===== src/design/npr_pkg.sv =====
// Package for the nearest palette color remap unit.
// Holds the command and status bundles between controller and datapath, and fixed widths.
// Depends on nothing; every other design file refers to it by scoped names.
package npr_pkg;

   localparam int unsigned COLOR_W = 8;
   localparam int unsigned QUERY_W = 6;
   localparam int unsigned SIZE_W  = 9;
   localparam int unsigned INDEX_W = 8;
   localparam int unsigned SQ_W    = 2 * COLOR_W;
   // Three squared 8-bit differences sum to at most 195075, which fits 18 bits.
   localparam int unsigned DIST_W  = SQ_W + 2;
   localparam logic [SIZE_W-1:0] SIZE_RESET = 9'd256;
   localparam logic              MODE_LOAD  = 1'b0;
   localparam logic              MODE_REMAP = 1'b1;

   typedef struct packed {
      logic load;      // write the accepted beat into the palette store
      logic start;     // capture the query and clear the running best
      logic issue;     // read the next palette entry and advance the address
      logic load_out;  // copy the best index into the result register
   } cmd_type;

   typedef struct packed {
      logic is_load;    // the offered request beat is a palette load
      logic skip;       // the offered remap needs no search and maps to zero
      logic last_issue; // the current address is the last one to search
      logic pipe_busy;  // a read or a distance is still in flight
   } status_type;

endpackage


===== src/design/npr_ctrl.sv =====
// Controller of the nearest palette color remap unit: the sequencing state
// machine and the result valid flag. Depends on npr_pkg for its bundles.
module npr_ctrl (
   input  logic                clock,
   input  logic                reset,
   input  logic                req_valid,
   output logic                req_ready,
   output logic                rsp_valid,
   input  logic                rsp_ready,
   output npr_pkg::cmd_type    cmd,
   input  npr_pkg::status_type status
);

   typedef enum logic [3:0] {
      ST_IDLE   = 4'b0001,
      ST_SEARCH = 4'b0010,
      ST_DRAIN  = 4'b0100,
      ST_DONE   = 4'b1000
   } state_type;

   state_type state_ff, state_in;
   logic      rsp_valid_ff, rsp_valid_in;
   logic      accept;

   assign req_ready = (state_ff == ST_IDLE);
   assign accept    = req_valid && req_ready;
   assign rsp_valid = rsp_valid_ff;

   always_comb begin
      state_in     = state_ff;
      cmd          = '0;
      cmd.load     = accept && status.is_load;
      cmd.start    = accept && !status.is_load;
      case (state_ff)
         ST_IDLE: begin
            if (cmd.start) begin
               state_in = status.skip ? ST_DONE : ST_SEARCH;
            end
         end
         ST_SEARCH: begin
            cmd.issue = 1'b1;
            if (status.last_issue) begin
               state_in = ST_DRAIN;
            end
         end
         ST_DRAIN: begin
            if (!status.pipe_busy) begin
               state_in = ST_DONE;
            end
         end
         ST_DONE: begin
            if (!rsp_valid_ff || rsp_ready) begin
               cmd.load_out = 1'b1;
               state_in     = ST_IDLE;
            end
         end
         default: begin
            state_in = ST_IDLE;
         end
      endcase
   end

   always_comb begin
      if (cmd.load_out) begin
         rsp_valid_in = 1'b1;
      end else if (rsp_ready) begin
         rsp_valid_in = 1'b0;
      end else begin
         rsp_valid_in = rsp_valid_ff;
      end
   end

   always_ff @(posedge clock) begin
      if (reset) begin
         state_ff     <= ST_IDLE;
         rsp_valid_ff <= 1'b0;
      end else begin
         state_ff     <= state_in;
         rsp_valid_ff <= rsp_valid_in;
      end
   end

`ifndef NO_ASSERTIONS
   // A waiting result is never overwritten by the next one.
   a_no_overwrite: assert property (@(posedge clock) disable iff (reset)
      (rsp_valid_ff && !rsp_ready) |-> !cmd.load_out)
      else $error("result register overwritten while stalled");

   // An accepted remap closes the request side on the next cycle.
   a_remap_blocks: assert property (@(posedge clock) disable iff (reset)
      cmd.start |=> !req_ready)
      else $error("request accepted during a remap");

   // The result is loaded only once the distance pipe has emptied.
   a_drained: assert property (@(posedge clock) disable iff (reset)
      cmd.load_out |-> !status.pipe_busy)
      else $error("result loaded with distances in flight");

   // Reads are issued only between a start and the load of its result.
   a_issue_window: assert property (@(posedge clock) disable iff (reset)
      cmd.issue |-> !req_ready && !cmd.load_out)
      else $error("palette read issued outside a search");
`endif

endmodule


===== config.mk =====
export PLATFORM = sky130hd
export DESIGN_NAME = npr_ctrl
export DESIGN_NICKNAME = d
export VERILOG_FILES = /design/src/design/npr_pkg.sv /design/src/design/npr_ctrl.sv
export SDC_FILE = /design/constraint.sdc
export NUM_CORES = 1
export LEC_CHECK = 0
export ABC_CLOCK_PERIOD_IN_PS = 2100
export BUFFER_PORTS_ARGS = -buffer_cell sky130_fd_sc_hd__buf_2
export CORE_AREA = 3 3 40 42
export CTS_CLUSTER_DIAMETER = 50
export CTS_CLUSTER_SIZE = 25
export DETAILED_ROUTE_END_ITERATION = 12
export DIE_AREA = 0 0 43 45
export HOLD_SLACK_MARGIN = 0.05
export SLEW_MARGIN = 20
export SYNTH_ARGS = -nofsm -noshare
export SYNTH_HDL_FRONTEND = slang
export SYNTH_SLANG_ARGS = --single-unit

===== constraint.sdc =====
create_clock -name clock -period 2.1 [get_ports clock]
set_clock_uncertainty 0.1 [all_clocks]
set_input_delay 0.525 -clock clock [delete_from_list [all_inputs] [get_ports clock]]
set_output_delay 0.525 -clock clock [all_outputs]
set_load 0.02 [all_outputs]

==> results of run 1 <==
-- worst max-delay path, stage by stage (launching register included) --
cell	delay (ns)
dfxtp_1	0.42
or3_1	0.45
nor2b_1	0.11
buf_2	0.16
-- through the flow --
step	setup WS [ns]	cell area, um2
4_1_cts	0.00439	430
3_3_place_gp	0.296	404
5_1_grt	-0.00321	443
2_1_floorplan	0.0570	330
6_report	0.0921	443
3_5_place_dp	0.262	404
-- cells in the mapped netlist, types with 2 or more instances --
cell type	instances	area, um2
buf_2	2	10.0
nand2b_1	4	25.0
nor2b_1	2	12.5
nand3b_1	3	22.5
a21oi_1	2	10.0
dfxtp_1	5	100
or3_1	2	12.5
nor2_1	2	7.51
-- per-layer routing --
metal,share of wire,vias up,track usage
li1,-,177,-
met1,0.49,150,0.106
met2,0.42,10,0.126
met3,0.080,0,0.0319
met4,0,0,0.0542
met5,0,-,0
-- where the power goes --
part           leakage, uW  total, uW  internal (uW)  switching [uW]
Sequential       0.0000412        110            101            9.75
Combinational     0.000132       57.0           29.2            27.9
Clock            0.0000150        113           72.0            41.2
-- logic make-up (layout without fill, tap and decap cells) --
group	Yosys count	in the layout	synth area share
and+or+nand+nor	20	20	0.420
AOI/OAI and AO/OA	8	8	0.186
DFF	5	5	0.303
buffers and inverters	4	19	0.0644
xor gates and xnor gates	1	1	0.0265
-- repair_timing --
action / in CTS / in global routing
setup buffers: 0 / 0
gates resized for setup: 0 / 4
endpoints found under the setup margin: 0 / 3
hold buffers: 0 / 0
-- path summary, 6_finish.rpt --
| path | slack [ns] | start | endpoint |
|---|---|---|---|
| setup / recovery | 0.09 | state_ff[2] | cmd[0] |
| hold / removal | 0.42 | reset | state_ff[1] |
| setup reg to reg | 0.67 | state_ff[2] | state_ff[3] |
| hold reg to reg | 0.44 | state_ff[0] | state_ff[2] |
-- flip-flops by register name, summed over array words and instances, names as in the netlist --
name / count
state_ff: 4
rsp_valid: 1
-- area by class of cell --
class / instances / area [um2] / share of cell area
timing repair buffer: 14 / 72.6 / 0.164
clock buffer: 4 / 26.3 / 0.0593
tap: 15 / 18.8 / 0.0424
multi-input combinational: 29 / 218 / 0.492
sequential: 5 / 104 / 0.234
inverter: 1 / 3.75 / 0.00847
==> out/results.tsv, run 1 <==
stage	metric	value	unit
placement	Post-Place Cells	64	
drt	First-pass DRT Iterations	2	
drt	Iter 0 DRT Violations	1	
die	std cell rows	13	
final_layout	Nets	62	
setup_path	Reg2Reg Depth	3	
die	Chip Width	43	um
final_layout	Area Overhead vs Synth	34.1	%
die	Die ar.	0.00194	mm2
final_layout	final cell count without fillers	68	
synth	Syn Std Cell Area	330	um2
placement	PortBufs	13	
clocking	cts bufs inserted	3	
global_routing	global route total overflow	0	
die	Core Box Area	0.00128	mm2
clocking	CTS tree	yes	
setup_path	CP arrival	1.38	ns
global_routing	gr usage total	0.0858	
global_routing	first-pass GRT wire length	1.23	mm
timing	Period minus WS final	2.01	ns
final_layout	Fill cells	140	
drt	DRC Markers	0	
clocking	Clock Tree Buf Depth	2	
final_layout	most frequent cells in the layout	buf_2, nand2b_1, nand3b_1, clkbuf_4, dfxtp_2	
timing	final hold viol count	0	
synth	number of synthesized flops with an enable pin	0	
die	I/O Pins	14	
setup_path	CP endpoint kind	output port	
power_and_ir_drop	leakage power	0.000188	uW
timing	Worst slew margin	0.706	
timing	endpoints failing setup	0	
timing	final setup TNS	0	ns
drt	antenna-violating nets left	0	
power_and_ir_drop	pwr dens	634	mW/mm2
synth	Seq/Total Area, Yosys	0.303	
setup_path	critical path type	reg2out	
final_layout	antenna cells	0	
synth	Mean Syn Cell Area	8.69	um2
synth	Yosys warnings	0	
power_and_ir_drop	total chip power	281	uW
setup_path	Setup crit start kind	register	
synth	Synth Register Bits	5	
drt	via count	337	
hold_path	Min-Delay Path Class	in2reg	
global_routing	vias in the first global route	277	
job	max_cap viols	0	
power_and_ir_drop	maximum vdd drop	174	uV
clocking	Num Clock Sinks	5	
synth	Distinct cells, synth	24	
synth	cells after synthesis	38	
hold_path	cell depth of the worst hold path	2	
clocking	Worst-Skew Late Latency	0.24	ns
synth	Net Count, Synth	46	
synth	top_reg_cell synth	dfxtp_1	
final_layout	layout cell share with drive strength beyond 1	0.396	
global_routing	largest net degree at the start of global routing	12	
timing	Slew @ Worst Pin	0.434	ns
placement	placer congestion estimate	0.686	
outcome	status	finished clean	
clocking	clock root buffer	clkbuf_4	
clocking	Clock transition at path regs	0.05	ns
drt	via-per-instance ratio	4.96	
clocking	H-tree levels	1	
timing	Pins Over Slew Limit	0	
drt	WL/cell	11.1	um
setup_path	Req. time, crit path	1.47	ns
timing	f_max	498	MHz
synth	async set-reset flop share out of synthesis	0	
timing	period utilisation layout	0.956	
final_layout	most common cell after layout, fill and taps aside	buf_2	
die	Initial Util	0.257	
timing	hold_ws	0.419	ns
final_layout	Final Util	0.345	
global_routing	initial antenna violation count	0	
drt	routed wire length	753	um
setup_path	Max FO, Critical Path	11	
die	Die H	45	um
No activity file was read; power rests on OpenSTA's default activity.
==> inputs of run 2 (changes only) <==
Settings changed: PLACE_DENSITY set to 0.54, RECOVER_POWER set to 50.
==> out/results.tsv, run 2 (same netlist as run 1, synthesis figures left out) <==
stage	metric	value	unit	change
outcome	status	finished clean		
final_layout	Fill cells	143		+2.1%
setup_path	CP endpoint kind	output port		
global_routing	largest net degree at the start of global routing	12		unchanged
drt	via-per-instance ratio	5.04		+1.8%
placement	PortBufs	13		unchanged
setup_path	Reg2Reg Depth	3		unchanged
setup_path	Max FO, Critical Path	8		-3
die	Initial Util	0.257		unchanged
timing	Period minus WS final	2.00	ns	-0.00398 ns
power_and_ir_drop	clock power share	0.407		+0.004
clocking	Num Clock Sinks	5		unchanged
drt	WL/cell	12.1	um	+8.9%
final_layout	most frequent cells in the layout	buf_2, nand2b_1, nand3b_1, clkbuf_4, dfxtp_2		
setup_path	R2R Path End	state_ff[3]		
die	I/O Pins	14		unchanged
clocking	post-CTS setup buffers	0		unchanged
hold_path	cell depth of the worst hold path	2		unchanged
power_and_ir_drop	Combinational Power Share	0.202		about the same
clocking	Clock Tree Buf Depth	2		unchanged
timing	period utilisation layout	0.954		-0.00190
drt	antenna-violating nets left	0		unchanged
clocking	Clock transition at path regs	0.05	ns	about the same
placement	Detail Placement HPWL	596	um	
power_and_ir_drop	P_int	202	uW	+0.24%
setup_path	critical path type	reg2out		
power_and_ir_drop	Psw	82.6	uW	+4.8%
final_layout	Area Overhead vs Synth	36.0	%	
timing	final setup TNS	0	ns	unchanged
timing	Pins Over Slew Limit	0		unchanged
drt	Iter 0 DRT Violations	8		+7
drt	highest metal used	met4		
final_layout	register area	104	um2	unchanged
setup_path	reg2reg setup slack	0.62	ns	-0.05 ns
power_and_ir_drop	switching share of power	0.290		+0.00915
drt	First-pass DRT Iterations	5		+3
clocking	clock root buffer	clkbuf_4		
final_layout	antenna cells	0		unchanged
timing	final hold viol count	0		unchanged
timing	Slew @ Worst Pin	0.407	ns	-0.0279 ns
placement	placer congestion estimate	0.690		+0.47%
final_layout	Most flops, register	state_ff		
drt	via count	343		+1.8%
setup_path	r2r startpoint	state_ff[2]		
final_layout	layout cell share with drive strength beyond 1	0.396		unchanged
clocking	Worst-Skew Late Latency	0.25	ns	about the same
final_layout	Nets	62		unchanged
setup_path	Req. time, crit path	1.47	ns	about the same
setup_path	CP startpoint	state_ff[1]		
power_and_ir_drop	leakage power	0.000186	uW	-1.4%
drt	DRC Markers	0		unchanged
global_routing	initial antenna violation count	0		unchanged
timing	RSZ-0062 raised after global routing	no		
setup_path	Worst path top cell family by delay	simple AND/OR/NAND/NOR gates		
die	Die H	45	um	unchanged
final_layout	max reg flops	4		unchanged
die	Core Box Area	0.00128	mm2	unchanged
setup_path	Buf+Inv Stages, Crit Path	1		unchanged
clocking	CTS tree	yes		
final_layout	area of the multi-input gates	223	um2	+2.3%
hold_path	Min-Delay Path Class	in2reg		
die	std cell rows	13		unchanged
global_routing	first-pass GRT wire length	1.30	mm	+5.6%
setup_path	CP max-delay cell	dfxtp_2		
timing	Worst slew margin	0.729		+0.0223
global_routing	vias in the first global route	287		+3.6%
drt	met2 wire len	377	um	+18%
drt	met3 wire length	57	um	-5.0%
drt	routed wire length	820	um	+8.9%
die	Chip Width	43	um	unchanged
timing	f_max	499	MHz	+0.20%
drt	wire length on met1	376	um	+1.1%
clocking	# hold bufs at CTS	0		unchanged
power_and_ir_drop	pwr dens	634	mW/mm2	+0.12%
global_routing	global route total overflow	0		unchanged
timing	hold_ws	0.423	ns	+0.00391 ns
hold_path	hold_sp	reset		
setup_path	slowest stage delay, CP	0.36	ns	-0.09 ns
global_routing	gr usage total	0.0924		+0.00659
job	max_cap viols	0		unchanged
power_and_ir_drop	Seq pwr share	0.391		-0.003
timing	endpoints failing setup	0		unchanged
setup_path	CP arrival	1.38	ns	about the same
clocking	cts bufs inserted	3		unchanged
power_and_ir_drop	maximum vdd drop	150	uV	-14%
setup_path	Setup crit start kind	register		
die	Die ar.	0.00194	mm2	unchanged
final_layout	most common cell after layout, fill and taps aside	buf_2		
setup_path	cell chain of the critical path	nand2b_1, or3_4, nor2b_1, buf_4		
clocking	H-tree levels	1		unchanged
hold_path	hold endpoint	state_ff[1]		
run 2: what timing repair did:
item,4_1_cts,5_1_grt
hold endpoints to repair,0,0
setup endpoints to repair,2,3
gates cloned,0,0
resized for setup,2,4
run 2: how the worst max path moves through the flow:
stage,to,cells past startpoint
after global routing,cmd[3],3
after global placement,cmd[2],3
after floorplan,cmd[2],3
after detailed placement,cmd[3],3
final,cmd[0],4
after CTS,cmd[0],4
run 2: layout make-up:
class / instances / area share
Clock buffer: 4 / 0.0585
Inverter: 1 / 0.00836
Multi-Input combinational cell: 29 / 0.496
Sequential cell: 5 / 0.231
Tap cell: 15 / 0.0418
Timing Repair Buffer: 14 / 0.164
run 2: metal layers:
metal | up-vias | global-route usage
li1 | 173 | -
met1 | 153 | 0.118
met2 | 13 | 0.129
met3 | 4 | 0.0159
met4 | 0 | 0.0904
met5 | - | 0
run 2: power groups by stage:
stage	clock [uW]	combinational, uW	sequential [uW]
after floorplan	0	41.6	105
final	116	57.5	111
after global routing	126	63.9	112
after CTS	122	57.8	110
after global placement	0	54.1	111
after detailed placement	0	54.6	111
run 2: through the flow:
step	total power, uW	instances	instance area, um2	util	setup slack (ns)
2_1_floorplan	146	38	330	-	0.0570
3_3_place_gp	165	64	404	0.315	0.284
3_5_place_dp	165	64	404	0.315	0.241
4_1_cts	290	68	440	0.343	0.00711
5_1_grt	302	68	449	0.350	0.0153
6_report	285	68	449	0.350	0.0961
==> inputs of run 3 (changes only) <==
--- a/config.mk
+++ b/config.mk
@@ -7,3 +7,3 @@
 export LEC_CHECK = 0
-export ABC_CLOCK_PERIOD_IN_PS = 2100
+export ABC_CLOCK_PERIOD_IN_PS = 1700
 export BUFFER_PORTS_ARGS = -buffer_cell sky130_fd_sc_hd__buf_2
@@ -15,3 +15,3 @@
 export HOLD_SLACK_MARGIN = 0.05
-export PLACE_DENSITY = 0.54
+export PLACE_DENSITY = 0.56
 export RECOVER_POWER = 50
==> constraint.sdc (replaced) <==
create_clock -name clock -period 1.7 [get_ports clock]
set_clock_uncertainty 0.1 [all_clocks]
set_input_delay 0.425 -clock clock [delete_from_list [all_inputs] [get_ports clock]]
set_output_delay 0.425 -clock clock [all_outputs]
set_load 0.05 [all_outputs]
==> out/results.tsv, run 3 (same netlist as run 1, synthesis figures left out) <==
stage	metric	value	unit	change
drt	highest metal used	met4		
power_and_ir_drop	maximum vdd drop	272	uV	+82%
drt	DRC Markers	0		unchanged
clocking	cts bufs inserted	3		unchanged
drt	met2 wire len	471	um	+25%
final_layout	antenna cells	0		unchanged
clocking	Worst-Skew Late Latency	0.25	ns	about the same
clocking	# hold bufs at CTS	0		unchanged
clocking	H-tree levels	1		unchanged
outcome	status	finished, violations left		
final_layout	Final Cell Area	599	um2	+33%
timing	Period minus WS final	1.88	ns	
final_layout	most frequent cells in the layout	buf_2, buf_4, buf_6		
clocking	clock root buffer	clkbuf_4		
timing	period utilisation layout	1.11		
clocking	Num Clock Sinks	5		unchanged
global_routing	first-pass GRT wire length	1.46	mm	+13%
setup_path	CP arrival	1.36	ns	-0.02 ns
drt	routed wire length	920	um	+12%
timing	Worst slew margin	0.610		-0.119
setup_path	critical path type	reg2out		
power_and_ir_drop	Seq pwr share	0.318		-0.073
die	Die H	45	um	unchanged
final_layout	Area Overhead vs Synth	81.4	%	
final_layout	Most flops, register	state_ff		
timing	Slew @ Worst Pin	0.588	ns	+0.181 ns
power_and_ir_drop	leakage power	0.000254	uW	+37%
die	Initial Util	0.257		unchanged
drt	wire length on met1	387	um	+2.9%
global_routing	initial antenna violation count	0		unchanged
power_and_ir_drop	P_int	271	uW	+34%
drt	via-per-instance ratio	4.85		-3.9%
global_routing	gr usage total	0.106		+0.0140
placement	PortBufs	13		unchanged
placement	placer congestion estimate	0.742		+7.6%
clocking	Clock Tree Buf Depth	2		unchanged
setup_path	Req. time, crit path	1.17	ns	-0.30 ns
setup_path	Max FO, Critical Path	2		-6
final_layout	final cell count without fillers	78		+15%
timing	f_max	531	MHz	
placement	Detail Placement HPWL	631	um	+5.9%
placement	Post-Place Cells	71		+11%
die	Core Box Area	0.00128	mm2	unchanged
setup_path	Setup crit start kind	register		
clocking	CTS tree	yes		
drt	met3 wire length	40	um	-30%
job	max_cap viols	0		unchanged
power_and_ir_drop	clock power share	0.356		-0.051
power_and_ir_drop	Psw	132	uW	+60%
outcome	failing checks	setup timing		
placement	Cell Area, Placed	474	um2	+17%
drt	WL/cell	11.8	um	-2.2%
power_and_ir_drop	switching share of power	0.328		+0.0378
die	I/O Pins	14		unchanged
timing	final hold viol count	0		unchanged
die	Chip Width	43	um	unchanged
drt	antenna-violating nets left	0		unchanged
final_layout	Final Util	0.466		+0.117
global_routing	vias in the first global route	353		+23%
die	std cell rows	13		unchanged
timing	final setup margin	-0.184	ns	-0.280 ns
power_and_ir_drop	total chip power	403	uW	+41%
hold_path	Min-Delay Path Class	in2reg		
global_routing	global route total overflow	0		unchanged
timing	hold_ws	0.313	ns	-0.110 ns
final_layout	Nets	72		+16%
die	Die ar.	0.00194	mm2	unchanged
global_routing	largest net degree at the start of global routing	8		-4
final_layout	max reg flops	4		unchanged
clocking	Clock transition at path regs	0.05	ns	about the same
power_and_ir_drop	pwr dens	673	mW/mm2	+6.0%
setup_path	CP endpoint kind	output port		
power_and_ir_drop	Combinational Power Share	0.326		+0.124
drt	First-pass DRT Iterations	2		-3
timing	Pins Over Slew Limit	0		unchanged
drt	via count	378		+10%
drt	Iter 0 DRT Violations	1		-7
timing	endpoints failing setup	5		+5
final_layout	layout cell share with drive strength beyond 1	0.571		+0.175
timing	RSZ-0062 raised after global routing	yes		
-- run 3: cell count changes in the layout (fill, tap and decap cells not counted), moves of 2 or more --
cell | previous run | this run
buf_2 | 11 | 8
buf_6 | 0 | 6
buf_4 | 2 | 8
dfxtp_2 | 3 | 1
dfxtp_4 | 0 | 2
-- run 3: routing by layer --
| metal | global-route usage | vias up |
|---|---|---|
| li1 | - | 193 |
| met1 | 0.110 | 175 |
| met2 | 0.192 | 8 |
| met3 | 0.0359 | 2 |
| met4 | 0.0542 | 0 |
| met5 | 0 | - |
-- run 3: final timing paths --
check | startpoint | endpoint | slack, ns | depth (start not counted)
max | state_ff[1] | cmd[0] | -0.18 | 4
min reg2reg | state_ff[3] | state_ff[2] | 0.51 | 2
min | reset | rsp_valid | 0.31 | 2
max reg2reg | state_ff[2] | state_ff[3] | 0.07 | 5
-- run 3: repair_timing --
| action | CTS | global route |
|---|---|---|
| pin swaps | 2 | 0 |
| gates resized for setup | 19 | 3 |
| setup buffers | 3 | 0 |
| endpoints found under the setup margin | 5 | 5 |
-- run 3: per-stage QoR --
stage          setup TNS [ns]  setup slack (ns)
2_1_floorplan           -1.55            -0.460
3_3_place_gp                0            0.0182
3_5_place_dp                0          0.000342
4_1_cts                -0.693            -0.177
5_1_grt                -0.886            -0.216
6_report               -0.703            -0.184
-- run 3: layout make-up --
class | instances | area (um2)
sequential | 5 | 109
inverter | 1 | 3.75
clock buffer | 4 | 26.3
timing repair buffer | 24 | 186
tap | 15 | 18.8
multi-input combinational | 29 | 255
fill | 125 | 686
-- run 3: worst max-delay path, cell delays in order, from the launching register on --
cell,delay (ns)
dfxtp_2,0.32
nand2b_4,0.14
or3_4,0.38
nor2b_4,0.11
buf_6,0.16
-- run 3: power by group through the flow --
stage	sequential (uW)	combinational, uW	clock [uW]
2_1_floorplan	131	77.2	0
3_3_place_gp	131	115	0
3_5_place_dp	131	114	0
4_1_cts	127	128	146
5_1_grt	129	142	152
6_report	128	131	144
